<file path="src/sv/assert_macros.svh">
// ----------------------------------------------------------------------------
// Assertion macros
// Concurrent assertion wrappers sampled on clk and disabled while arst_n is low.
// ----------------------------------------------------------------------------
`ifndef ASSERT_MACROS_SVH
`define ASSERT_MACROS_SVH

`ifndef SYNTH
// Check a condition at every clock edge.
`define ASSERT_ALWAYS(lbl, expr, msg) \
	lbl: assert property (@(posedge clk) disable iff (!arst_n) (expr)) else $error(msg);
// Check that a consequent holds in the same cycle as its antecedent.
`define ASSERT_IMPLY(lbl, ante, cons, msg) \
	lbl: assert property (@(posedge clk) disable iff (!arst_n) (ante) |-> (cons)) \
		else $error(msg);
`else
`define ASSERT_ALWAYS(lbl, expr, msg)
`define ASSERT_IMPLY(lbl, ante, cons, msg)
`endif

`endif

</file>
<file path="src/sv/kct_pkg.sv">
// ----------------------------------------------------------------------------
// Keyed count table package
// Field widths, opcodes, status codes and the arithmetic unit request type.
// ----------------------------------------------------------------------------
package kct_pkg;

	localparam int OPC_W   = 3;
	localparam int KEY_W   = 16;
	localparam int AMT_W   = 32;
	localparam int SIDX_W  = 6;
	localparam int STAT_W  = 3;
	localparam int SLOT_W  = 6;
	localparam int USED_W  = 6;
	localparam int DATA_W  = 64;
	localparam int ENTRY_W = KEY_W + AMT_W;
	// Two guard bits keep the sign of any difference of 33-bit sums.
	localparam int ALU_W   = AMT_W + 2;

	localparam logic [AMT_W-1:0] LIMIT_RESET = 32'hFFFF_FFFF;

	// Register index, taken from paddr[2]
	localparam logic REG_COUNT_LIMIT = 1'b0;

	typedef enum logic [OPC_W-1:0] {
		OP_ADD         = 3'd0,
		OP_REMOVE      = 3'd1,
		OP_FIND_KEY    = 3'd2,
		OP_READ_SLOT   = 3'd3,
		OP_FIND_AMOUNT = 3'd4
	} opcode_t;

	typedef enum logic [STAT_W-1:0] {
		ST_DONE       = 3'd0,
		ST_NEW        = 3'd1,
		ST_REMOVED    = 3'd2,
		ST_NOT_FOUND  = 3'd3,
		ST_OVERFLOW   = 3'd4,
		ST_UNDERFLOW  = 3'd5,
		ST_BAD_AMOUNT = 3'd6
	} status_t;

	// One request to the shared add/subtract unit
	typedef struct packed {
		logic             en;
		logic             sub;
		logic [ALU_W-1:0] a;
		logic [ALU_W-1:0] b;
	} alu_req_t;

endpackage

</file>
<file path="src/sv/kct_alu.sv">
// ----------------------------------------------------------------------------
// Keyed count table arithmetic unit
// Shared add/subtract with a registered result; sign bit flags a borrow.
// ----------------------------------------------------------------------------
module kct_alu (
	input  logic                          clk,
	input  kct_pkg::alu_req_t             req,
	output logic [kct_pkg::ALU_W-1:0]     res_q
);

	logic [kct_pkg::ALU_W-1:0] b_eff;
	logic [kct_pkg::ALU_W-1:0] sum;

	// Subtract as a + ~b + 1
	assign b_eff = req.sub ? ~req.b : req.b;
	assign sum   = req.a + b_eff + kct_pkg::ALU_W'(req.sub);

	always_ff @(posedge clk) begin
		if (req.en) begin
			res_q <= sum;
		end
	end

endmodule

</file>
<file path="src/sv/keyed_count_table_core.sv">
// ----------------------------------------------------------------------------
// Keyed count table core
// Table of signed 16-bit keys with unsigned 32-bit counts, stream in and out.
// ----------------------------------------------------------------------------
// One command word at a time: s_tready is high only while the sequencer is
// idle, and a finished result may still sit in the output register while the
// next word is taken. Live entries sit in slots 1..entries_used in the order
// they were added; a remove that reaches exactly zero deletes the entry and
// moves the later entries down one slot. Every key operation walks the table
// through a single-port-read memory, one entry per cycle while a find amount
// is not stalled, so its run time follows the fill level and the slot where
// the key sits: a search stops at a hit and a miss walks every live entry.
// Bad amounts and unused opcodes skip the walk; unused opcodes are answered
// with status not found. Find amount walks all live entries and emits one
// word per match (tlast on the final one, or a single not-found word); it
// pauses when a further match finds the output register still full. A zero
// amount for add, remove or find amount is answered with status bad amount.
// count_limit (APB address 0, reset all ones) caps any count and may only be
// written while no command is in flight. The table memory needs no clearing
// after reset: only slots below entries_used are ever read.
// ----------------------------------------------------------------------------
`include "assert_macros.svh"

module keyed_count_table_core #(
	parameter int SLOTS = 32
) (
	input  logic                         clk,
	input  logic                         arst_n,
	// configuration port
	input  logic                         psel,
	input  logic                         penable,
	input  logic                         pwrite,
	input  logic [2:0]                   paddr,
	input  logic [31:0]                  pwdata,
	output logic [31:0]                  prdata,
	output logic                         pready,
	// command stream
	input  logic                         s_tvalid,
	output logic                         s_tready,
	// opcode[2:0], key[18:3], amount[50:19], slot_index[56:51], zero[63:57]
	input  logic [kct_pkg::DATA_W-1:0]   s_tdata,
	// result stream
	output logic                         m_tvalid,
	input  logic                         m_tready,
	// status[2:0], slot[8:3], entry_key[24:9], entry_amount[56:25],
	// entries_used[62:57], zero[63]
	output logic [kct_pkg::DATA_W-1:0]   m_tdata,
	output logic                         m_tlast
);

	localparam int AW = (SLOTS > 1) ? $clog2(SLOTS) : 1;
	localparam int UW = $clog2(SLOTS + 1);
	localparam int CW = (UW > kct_pkg::SIDX_W) ? UW : kct_pkg::SIDX_W;

	localparam int KW = kct_pkg::KEY_W;
	localparam int MW = kct_pkg::AMT_W;
	localparam int SW = kct_pkg::SLOT_W;
	localparam int XW = kct_pkg::ALU_W;

	typedef enum logic [9:0] {
		S_IDLE      = 10'b00_0000_0001,
		S_SCAN      = 10'b00_0000_0010,
		S_SLOT_RD   = 10'b00_0000_0100,
		S_SLOT_WAIT = 10'b00_0000_1000,
		S_ADD_CHK   = 10'b00_0001_0000,
		S_ADD_FIN   = 10'b00_0010_0000,
		S_NEW_CHK   = 10'b00_0100_0000,
		S_REM_CHK   = 10'b00_1000_0000,
		S_SHIFT     = 10'b01_0000_0000,
		S_RESP      = 10'b10_0000_0000
	} state_t;

	// ------------------------------------------------------------------------
	// Input word fields
	// ------------------------------------------------------------------------
	kct_pkg::opcode_t          in_op;
	logic [KW-1:0]             in_key;
	logic [MW-1:0]             in_amt;
	logic [kct_pkg::SIDX_W-1:0] in_sidx;
	logic                      accept;

	assign in_op   = kct_pkg::opcode_t'(s_tdata[2:0]);
	assign in_key  = s_tdata[18:3];
	assign in_amt  = s_tdata[50:19];
	assign in_sidx = s_tdata[56:51];

	// ------------------------------------------------------------------------
	// Registers
	// ------------------------------------------------------------------------
	state_t                    state_q, state_d;
	logic [MW-1:0]             limit_q;
	logic [UW-1:0]             used_q, used_d;
	logic [UW-1:0]             idx_q, idx_d;     // next entry to read
	logic                      cv_q, cv_d;       // rd_q holds entry cidx_q
	logic [UW-1:0]             cidx_q, cidx_d;
	logic                      pend_v_q, pend_v_d;
	logic                      out_v_q;

	kct_pkg::opcode_t          op_q;
	logic [KW-1:0]             key_q;
	logic [MW-1:0]             amt_q;
	logic [kct_pkg::SIDX_W-1:0] sidx_q;
	logic [AW-1:0]             hit_q, hit_d;
	logic [KW-1:0]             hkey_q, hkey_d;
	logic [MW-1:0]             hcnt_q, hcnt_d;
	logic [MW-1:0]             sum_q, sum_d;
	logic [SW-1:0]             pend_slot_q, pend_slot_d;
	logic [KW-1:0]             pend_key_q, pend_key_d;

	kct_pkg::status_t          r_status_q, r_status_d;
	logic [SW-1:0]             r_slot_q, r_slot_d;
	logic [KW-1:0]             r_key_q, r_key_d;
	logic [MW-1:0]             r_amt_q, r_amt_d;

	kct_pkg::status_t          o_status_q, o_status_d;
	logic [SW-1:0]             o_slot_q, o_slot_d;
	logic [KW-1:0]             o_key_q, o_key_d;
	logic [MW-1:0]             o_amt_q, o_amt_d;
	logic [kct_pkg::USED_W-1:0] o_used_q;
	logic                      o_last_q, o_last_d;
	logic                      out_ld;

	// ------------------------------------------------------------------------
	// Table memory: entry = {count, key}
	// ------------------------------------------------------------------------
	logic [kct_pkg::ENTRY_W-1:0] mem_q [SLOTS];
	logic [kct_pkg::ENTRY_W-1:0] rd_q;
	logic                        rd_en, wr_en;
	logic [AW-1:0]               rd_addr, wr_addr;
	logic [kct_pkg::ENTRY_W-1:0] wr_data;
	logic [KW-1:0]               rd_key;
	logic [MW-1:0]               rd_cnt;

	assign rd_key = rd_q[KW-1:0];
	assign rd_cnt = rd_q[kct_pkg::ENTRY_W-1:KW];

	always_ff @(posedge clk) begin
		if (wr_en) begin
			mem_q[wr_addr] <= wr_data;
		end
		if (rd_en) begin
			rd_q <= mem_q[rd_addr];
		end
	end

	// ------------------------------------------------------------------------
	// Shared add/subtract unit
	// ------------------------------------------------------------------------
	kct_pkg::alu_req_t alu_req;
	logic [XW-1:0]     alu_q;
	logic              alu_neg;

	kct_alu u_alu (
		.clk   (clk),
		.req   (alu_req),
		.res_q (alu_q)
	);

	assign alu_neg = alu_q[XW-1];

	// ------------------------------------------------------------------------
	// Configuration port
	// ------------------------------------------------------------------------
	logic cfg_wr;

	assign pready = 1'b1;
	assign cfg_wr = psel && penable && pwrite && pready && (paddr[2] == kct_pkg::REG_COUNT_LIMIT);
	assign prdata = (paddr[2] == kct_pkg::REG_COUNT_LIMIT) ? limit_q : '0;

	// ------------------------------------------------------------------------
	// Sequencer
	// ------------------------------------------------------------------------
	logic out_free, scan_more, scan_end, key_hit, amt_hit, stall, bad_amt;

	assign s_tready  = (state_q == S_IDLE);
	assign accept    = s_tvalid && s_tready;
	assign out_free  = !out_v_q || m_tready;
	assign scan_more = (idx_q < used_q);
	assign scan_end  = !cv_q && !scan_more;
	assign key_hit   = cv_q && (rd_key == key_q);
	assign amt_hit   = cv_q && (rd_cnt == amt_q);
	assign bad_amt   = ((in_op == kct_pkg::OP_ADD) || (in_op == kct_pkg::OP_REMOVE) ||
	                    (in_op == kct_pkg::OP_FIND_AMOUNT)) && (in_amt == '0);
	// Hold the walk when a second match arrives and the output is still full
	assign stall     = (op_q == kct_pkg::OP_FIND_AMOUNT) && amt_hit && pend_v_q && !out_free;

	always_comb begin
		state_d     = state_q;
		used_d      = used_q;
		idx_d       = idx_q;
		cv_d        = cv_q;
		cidx_d      = cidx_q;
		pend_v_d    = pend_v_q;
		hit_d       = hit_q;
		hkey_d      = hkey_q;
		hcnt_d      = hcnt_q;
		sum_d       = sum_q;
		pend_slot_d = pend_slot_q;
		pend_key_d  = pend_key_q;
		r_status_d  = r_status_q;
		r_slot_d    = r_slot_q;
		r_key_d     = r_key_q;
		r_amt_d     = r_amt_q;
		o_status_d  = r_status_q;
		o_slot_d    = r_slot_q;
		o_key_d     = r_key_q;
		o_amt_d     = r_amt_q;
		o_last_d    = 1'b1;
		out_ld      = 1'b0;
		rd_en       = 1'b0;
		rd_addr     = idx_q[AW-1:0];
		wr_en       = 1'b0;
		wr_addr     = hit_q;
		wr_data     = '0;
		alu_req     = '0;

		case (state_q)
			S_IDLE: begin
				if (accept) begin
					idx_d    = '0;
					cv_d     = 1'b0;
					pend_v_d = 1'b0;
					r_slot_d = '0;
					r_key_d  = '0;
					r_amt_d  = '0;
					if (bad_amt) begin
						r_status_d = kct_pkg::ST_BAD_AMOUNT;
						state_d    = S_RESP;
					end else begin
						case (in_op)
							kct_pkg::OP_ADD, kct_pkg::OP_REMOVE,
							kct_pkg::OP_FIND_KEY, kct_pkg::OP_FIND_AMOUNT: begin
								state_d = S_SCAN;
							end
							kct_pkg::OP_READ_SLOT: begin
								state_d = S_SLOT_RD;
							end
							default: begin
								r_status_d = kct_pkg::ST_NOT_FOUND;
								state_d    = S_RESP;
							end
						endcase
					end
				end
			end

			S_SLOT_RD: begin
				if ((sidx_q != '0) && (CW'(sidx_q) <= CW'(used_q))) begin
					rd_en   = 1'b1;
					rd_addr = AW'(sidx_q - kct_pkg::SIDX_W'(1));
					state_d = S_SLOT_WAIT;
				end else begin
					r_status_d = kct_pkg::ST_NOT_FOUND;
					state_d    = S_RESP;
				end
			end

			S_SLOT_WAIT: begin
				r_status_d = kct_pkg::ST_DONE;
				r_slot_d   = SW'(sidx_q);
				r_key_d    = rd_key;
				r_amt_d    = rd_cnt;
				state_d    = S_RESP;
			end

			S_SCAN: begin
				// advance the read walk, one entry per cycle unless stalled
				if (!stall) begin
					rd_en  = scan_more;
					cv_d   = scan_more;
					cidx_d = idx_q;
					if (scan_more) begin
						idx_d = idx_q + UW'(1);
					end
				end
				if (op_q == kct_pkg::OP_FIND_AMOUNT) begin
					if (amt_hit && !stall) begin
						// release the previous match, keep this one back for tlast
						if (pend_v_q) begin
							out_ld     = 1'b1;
							o_status_d = kct_pkg::ST_DONE;
							o_slot_d   = pend_slot_q;
							o_key_d    = pend_key_q;
							o_amt_d    = amt_q;
							o_last_d   = 1'b0;
						end
						pend_v_d    = 1'b1;
						pend_slot_d = SW'(cidx_q) + SW'(1);
						pend_key_d  = rd_key;
					end else if (scan_end) begin
						pend_v_d = 1'b0;
						if (pend_v_q) begin
							r_status_d = kct_pkg::ST_DONE;
							r_slot_d   = pend_slot_q;
							r_key_d    = pend_key_q;
							r_amt_d    = amt_q;
						end else begin
							r_status_d = kct_pkg::ST_NOT_FOUND;
						end
						state_d = S_RESP;
					end
				end else if (key_hit) begin
					hit_d  = cidx_q[AW-1:0];
					hkey_d = rd_key;
					hcnt_d = rd_cnt;
					case (op_q)
						kct_pkg::OP_FIND_KEY: begin
							r_status_d = kct_pkg::ST_DONE;
							r_slot_d   = SW'(cidx_q) + SW'(1);
							r_key_d    = rd_key;
							r_amt_d    = rd_cnt;
							state_d    = S_RESP;
						end
						kct_pkg::OP_ADD: begin
							alu_req.en = 1'b1;
							alu_req.a  = XW'(rd_cnt);
							alu_req.b  = XW'(amt_q);
							state_d    = S_ADD_CHK;
						end
						default: begin
							alu_req.en  = 1'b1;
							alu_req.sub = 1'b1;
							alu_req.a   = XW'(rd_cnt);
							alu_req.b   = XW'(amt_q);
							state_d     = S_REM_CHK;
						end
					endcase
				end else if (scan_end) begin
					if ((op_q == kct_pkg::OP_ADD) && (used_q < UW'(SLOTS))) begin
						// new key: check the amount against the limit
						alu_req.en  = 1'b1;
						alu_req.sub = 1'b1;
						alu_req.a   = XW'(limit_q);
						alu_req.b   = XW'(amt_q);
						state_d     = S_NEW_CHK;
					end else begin
						r_status_d = (op_q == kct_pkg::OP_ADD) ? kct_pkg::ST_OVERFLOW
						                                       : kct_pkg::ST_NOT_FOUND;
						state_d    = S_RESP;
					end
				end
			end

			S_ADD_CHK: begin
				sum_d       = alu_q[MW-1:0];
				alu_req.en  = 1'b1;
				alu_req.sub = 1'b1;
				alu_req.a   = XW'(limit_q);
				alu_req.b   = alu_q;
				state_d     = S_ADD_FIN;
			end

			S_ADD_FIN: begin
				r_slot_d = SW'(hit_q) + SW'(1);
				r_key_d  = hkey_q;
				if (alu_neg) begin
					r_status_d = kct_pkg::ST_OVERFLOW;
					r_amt_d    = hcnt_q;
				end else begin
					wr_en      = 1'b1;
					wr_addr    = hit_q;
					wr_data    = {sum_q, hkey_q};
					r_status_d = kct_pkg::ST_DONE;
					r_amt_d    = sum_q;
				end
				state_d = S_RESP;
			end

			S_NEW_CHK: begin
				if (alu_neg) begin
					r_status_d = kct_pkg::ST_OVERFLOW;
				end else begin
					wr_en      = 1'b1;
					wr_addr    = used_q[AW-1:0];
					wr_data    = {amt_q, key_q};
					used_d     = used_q + UW'(1);
					r_status_d = kct_pkg::ST_NEW;
					r_slot_d   = SW'(used_q) + SW'(1);
					r_key_d    = key_q;
					r_amt_d    = amt_q;
				end
				state_d = S_RESP;
			end

			S_REM_CHK: begin
				r_slot_d = SW'(hit_q) + SW'(1);
				r_key_d  = hkey_q;
				if (alu_neg) begin
					r_status_d = kct_pkg::ST_UNDERFLOW;
					r_amt_d    = hcnt_q;
					state_d    = S_RESP;
				end else if (alu_q == '0) begin
					// delete: pull later entries down one slot
					r_status_d = kct_pkg::ST_REMOVED;
					r_amt_d    = '0;
					idx_d      = UW'(hit_q) + UW'(1);
					cv_d       = 1'b0;
					state_d    = S_SHIFT;
				end else begin
					wr_en      = 1'b1;
					wr_addr    = hit_q;
					wr_data    = {alu_q[MW-1:0], hkey_q};
					r_status_d = kct_pkg::ST_DONE;
					r_amt_d    = alu_q[MW-1:0];
					state_d    = S_RESP;
				end
			end

			S_SHIFT: begin
				rd_en  = scan_more;
				cv_d   = scan_more;
				cidx_d = idx_q;
				if (scan_more) begin
					idx_d = idx_q + UW'(1);
				end
				if (cv_q) begin
					wr_en   = 1'b1;
					wr_addr = AW'(cidx_q - UW'(1));
					wr_data = rd_q;
				end
				if (scan_end) begin
					used_d  = used_q - UW'(1);
					state_d = S_RESP;
				end
			end

			S_RESP: begin
				if (out_free) begin
					out_ld  = 1'b1;
					state_d = S_IDLE;
				end
			end

			default: begin
				state_d = S_IDLE;
			end
		endcase
	end

	// ------------------------------------------------------------------------
	// Control state
	// ------------------------------------------------------------------------
	always_ff @(posedge clk or negedge arst_n) begin
		if (!arst_n) begin
			state_q  <= S_IDLE;
			limit_q  <= kct_pkg::LIMIT_RESET;
			used_q   <= '0;
			idx_q    <= '0;
			cv_q     <= 1'b0;
			cidx_q   <= '0;
			pend_v_q <= 1'b0;
			out_v_q  <= 1'b0;
		end else begin
			state_q  <= state_d;
			used_q   <= used_d;
			idx_q    <= idx_d;
			cv_q     <= cv_d;
			cidx_q   <= cidx_d;
			pend_v_q <= pend_v_d;
			if (cfg_wr) begin
				limit_q <= pwdata;
			end
			if (out_ld) begin
				out_v_q <= 1'b1;
			end else if (m_tready) begin
				out_v_q <= 1'b0;
			end
		end
	end

	// ------------------------------------------------------------------------
	// Payload registers
	// ------------------------------------------------------------------------
	always_ff @(posedge clk) begin
		if (accept) begin
			op_q   <= in_op;
			key_q  <= in_key;
			amt_q  <= in_amt;
			sidx_q <= in_sidx;
		end
		hit_q       <= hit_d;
		hkey_q      <= hkey_d;
		hcnt_q      <= hcnt_d;
		sum_q       <= sum_d;
		pend_slot_q <= pend_slot_d;
		pend_key_q  <= pend_key_d;
		r_status_q  <= r_status_d;
		r_slot_q    <= r_slot_d;
		r_key_q     <= r_key_d;
		r_amt_q     <= r_amt_d;
		if (out_ld) begin
			o_status_q <= o_status_d;
			o_slot_q   <= o_slot_d;
			o_key_q    <= o_key_d;
			o_amt_q    <= o_amt_d;
			o_used_q   <= kct_pkg::USED_W'(used_q);
			o_last_q   <= o_last_d;
		end
	end

	// ------------------------------------------------------------------------
	// Result word
	// ------------------------------------------------------------------------
	assign m_tvalid = out_v_q;
	assign m_tlast  = o_last_q;
	assign m_tdata  = {1'b0, o_used_q, o_amt_q, o_key_q, o_slot_q, o_status_q};

	// ------------------------------------------------------------------------
	// Assertions
	// ------------------------------------------------------------------------
	`ASSERT_IMPLY(a_used_step, used_q != $past(used_q), (used_q == $past(used_q) + UW'(1)) || (used_q == $past(used_q) - UW'(1)), "entry count moved by more than one")
	`ASSERT_IMPLY(a_wr_state, wr_en, (state_q == S_ADD_FIN) || (state_q == S_NEW_CHK) || (state_q == S_REM_CHK) || (state_q == S_SHIFT), "table written outside an update step")
	`ASSERT_IMPLY(a_pend_scan, pend_v_q, (state_q == S_SCAN) && (op_q == kct_pkg::OP_FIND_AMOUNT), "held match outside an amount search")
	`ASSERT_ALWAYS(a_used_max, used_q <= UW'(SLOTS), "entry count above table size")

endmodule

</file>
<file path="config.mk">
export PLATFORM = sky130hd
export DESIGN_NAME = keyed_count_table_core
export DESIGN_NICKNAME = d
export VERILOG_FILES = /design/src/sv/kct_pkg.sv /design/src/sv/kct_alu.sv /design/src/sv/keyed_count_table_core.sv
export VERILOG_INCLUDE_DIRS = /design/src /design/src/sv
export SDC_FILE = /design/constraint.sdc
export NUM_CORES = 2
export LEC_CHECK = 0
export BUFFER_PORTS_ARGS = -buffer_cell sky130_fd_sc_hd__clkbuf_2
export CAP_MARGIN = 30
export CORE_MARGIN = 2
export CORE_UTILIZATION = 40
export DETAILED_ROUTE_END_ITERATION = 16
export GPL_TIMING_DRIVEN = 1
export PLACE_DENSITY_LB_ADDON = 0.3
export SYNTH_ARGS = -nofsm -noshare
export SYNTH_HDL_FRONTEND = slang
export SYNTH_HIERARCHICAL = 1
export SYNTH_SLANG_ARGS = --single-unit
</file>
<file path="constraint.sdc">
create_clock -name clk -period 5.3 [get_ports clk]
set_input_delay 0.265 -clock clk [delete_from_list [all_inputs] [get_ports clk]]
set_output_delay 0.265 -clock clk [all_outputs]
set_load 0.01 [all_outputs]
</file>
==> results_dict.tcl <==
set metrics [dict create \
    status "finished, final reports clean" \
    fin_cells 9203 \
    clkLatencyLatePin_ps 860 \
    synth_top_family_by_area "compound AO/OA/AOI/OAI gates" \
    min_period_ps 5092 \
    cp_max_fo 5 \
    placement.io_buffers 194 \
    yosysUniqueCellTypes 93 \
    synth.avg_cell_area_sq_um 14.60 \
    r2r-start "rd_q[5]" \
    fp.dieW_um 472.5 \
    synth_cells 6013 \
    cp-startpoint "rd_q[5]" \
    ys_warn_count 6 \
    synthesis.area_sq_mm 0.08780 \
    design_area_sq_mm 0.1008 \
    die_y_um 472.5 \
    seq_area_frac_synth_pct 66.93 \
    antenna_found_initial 8 \
    clock-root-buffer "clkbuf_16" \
    rrSetupSlack_ps 210 \
    muxShareOfSynthArea_pct 1.528 \
    cp-end-kind "register" \
    r2r-end "u_alu/res_q[26]" \
    ys_seq_elements 1966 \
    synth_edf_count 1903 \
    maxSlewViolCount 0 \
    grt_max_degree 154 \
    overflow 0 \
    post_synth_and_or_nand_nor_area_fraction_pct 6.032 \
    post-route-period-util_pct 96.07 \
    synth-adder-area-share_pct 0.7496 \
    grt_pass1_wl_mm 392.9 \
    cp.arrival_ps 5700 \
    nets 6353 \
    hpwl_mm 154.4 \
    ir_drop_mv 0.3414 \
    place_area_sq_mm 0.09363 \
    core_sq_mm 0.2176 \
    drt-pass1-iter-count 6 \
    hp-class "in2reg" \
    cts_tree "built" \
    relSlewSlack_pct 26.61 \
    rr_worst_depth 18 \
    dieArea_sq_mm 0.2233 \
    numCtsBuffers 196 \
    drive_gt1_share_pct 16.55 \
    setup_viol 0 \
    power_density_mw_per_mm2 351.3 \
    cts_max_path_buffers 3 \
    cts_num_sinks 1966 \
    drc 0 \
    n_antenna_cell 0 \
    synth_compound_area_share_pct 20.37 \
    hold_viol_final 0 \
    leakagePower_nw 37.05 \
    total_power_mw 35.40 \
    rsz0062_at_grt "no" \
    crit_end "u_alu/res_q[26]" \
    worstMarginPinSlew_ps 1092 \
    start_util_pct 40.35 \
    grt_usage_pct 23.68 \
    clk_pin_slew_worst_paths_ps 70 \
    row_count 171 \
    setup_tns_ps 0 \
    crit_type "reg2reg" \
    startpoint_type "register" \
    ys.flop_type "edfxtp_1" \
    area_growth_pct 14.78 \
    htreeDepth 4 \
    wl_per_cell_um 29.66 \
    postRouteAntennaNets 0 \
    crit_required_ps 5900 \
    routed_wl_mm 273.0 \
    maxCapViolations 0 \
    utilization_pct 46.31 \
    place_inst 8754 \
    place_congestion 0.8999 \
    grt_pass1_vias 55470 \
    pin_count 206 \
    synthArstFlopShare_pct 3.204 \
    skew_ps 42.25 \
    dr_total_vias 58400 \
    synth_xor_area_share_pct 1.387 \
    dr.first_iter.drc_count 7544 \
    routed_via_density 6.346 \
    timing.fmax_mhz 196.4 \
]
==> worst min-delay path by stage <==
stage | startpoint | endpoint | cells past startpoint
after global placement | s_tdata[52] | sidx_q[1] | 1
final | s_tdata[15] | key_q[12] | 2
after detailed placement | s_tdata[52] | sidx_q[1] | 1
after global routing | s_tdata[52] | sidx_q[1] | 2
after floorplan | arst_n | cidx_q[0] | 0
after CTS | penable | limit_q[24] | 4
==> cell usage in the layout, fill, tap and decap left out, types with 39 or more instances in the layout <==
cell | netlist | routed
a311oi_1 | 48 | 48
and3_1 | 347 | 347
a21boi_0 | 658 | 658
dlygate4sd3_1 | 0 | 92
a32o_1 | 336 | 336
clkbuf_2 | 11 | 193
a22oi_1 | 120 | 120
o32a_1 | 336 | 336
nor2_1 | 98 | 60
clkbuf_16 | 0 | 206
buf_12 | 0 | 83
nand2_1 | 161 | 159
nand3_1 | 60 | 58
edfxtp_1 | 1903 | 1903
ha_1 | 51 | 51
o22ai_1 | 197 | 197
xnor2_1 | 73 | 73
nor4_2 | 49 | 49
a22o_1 | 69 | 69
clkinv_1 | 0 | 39
buf_4 | 4 | 209
a32oi_1 | 49 | 49
mux2_2 | 94 | 94
xor2_1 | 66 | 66
o21ai_0 | 168 | 150
a21oi_1 | 50 | 47
nor2b_1 | 41 | 41
clkbuf_1 | 482 | 47
==> Yosys cell counts (all sizes together) (12+ instances only) <==
cell type	count	area share [%]
nor2b	41	0.29
and2	14	0.10
nor2	99	0.43
inv	29	0.12
and3	347	2.5
a21boi	673	5.8
dfrtp	30	0.86
mux2	94	1.2
a311oi	49	0.50
nand4	25	0.19
nand2	162	0.70
a32oi	49	0.49
buf	113	0.75
a21oi	51	0.29
a32o	336	3.8
ha	51	0.73
nor4	76	0.91
mux2i	27	0.32
o32a	336	3.8
o21ai	176	1.0
nand3	60	0.34
xnor2	73	0.73
edfxtp	1903	65
a22o	69	0.69
clkbuf	493	2.1
xor2	66	0.66
o22ai	197	1.4
a222oi	32	0.36
a22oi	120	1.0
a221o	25	0.29
nor3	19	0.15
o211ai	12	0.10
dfstp	33	0.99
==> cell families after synthesis <==
kind of cell,Yosys count
flip-flops,1966
AO/OA/AOI/OAI,2203
multiplexers,121
adder cells (fa/ha/maj),52
buffers and inverters,635
AND/OR/NAND/NOR,895
XOR/XNOR,139
other,2
==> area by class of cell <==
class	count	area [sq um]
Fill cell	18640	116800
Sequential cell	1966	58760
Multi-Input combinational cell	3414	26920
Clock buffer	256	5361
Timing Repair Buffer	588	5333
Tap cell	2854	3571
Clock inverter	96	718.2
Inverter	29	108.9
==> sequential cells by signal (all words and copies together) (netlist names), 32 cells and up <==
signal       cells
amt_q           32
hcnt_q          32
limit_q         32
mem_q         1536
o_amt_q         32
r_amt_q         32
rd_q            48
sum_q           32
u_alu/res_q     34
==> metrics by stage <==
| stage | setup WS [ps] | hold WS (ps) |
|---|---|---|
| 2_1_floorplan | 292.4 | -30.59 |
| 3_3_place_gp | 228.5 | 448.2 |
| 3_5_place_dp | 201.3 | 443.7 |
| 4_1_cts | 222.8 | 77.31 |
| 5_1_grt | 21.95 | 123.3 |
| 6_report | 208.2 | 146.8 |
==> layer usage <==
layer	part of all wire, %	track usage [%]
met4	2.7	7.109
met5	0.0073	0
met1	43	34.00
met2	45	36.56
met3	8.5	4.339
==> worst max-delay path, cell delays in order (launching register included) <==
cell and delay, ps:
edfxtp_1 460, xnor2_1 300, nand4_1 140, nor4_1 290, buf_4 180, nand3_1 170, inv_1 210, o211a_2 390
a22o_1 280, mux2i_4 310, inv_1 80, fa_1 430, a211oi_2 290, o21ai_2 150, o211a_4 270, nor3_2 350
o32ai_2 200, a31oi_1 250, xnor2_1 90
==> what timing repair did <==
item | CTS | global route
buffers inserted | 0 | 0
hold endpoints to repair | 126 | 0
gates resized for setup | 0 | 2
setup endpoints to repair | 0 | 4
hold buffers | 92 | 0
==> where the power goes <==
part	switching [mW]	total [mW]	internal, mW
logic	2.32	3.74	1.41
registers	0.573	18.2	17.6
clock network	6.01	13.5	7.45
total	8.90	35.4	26.5
(Power assumes the default switching activity.)
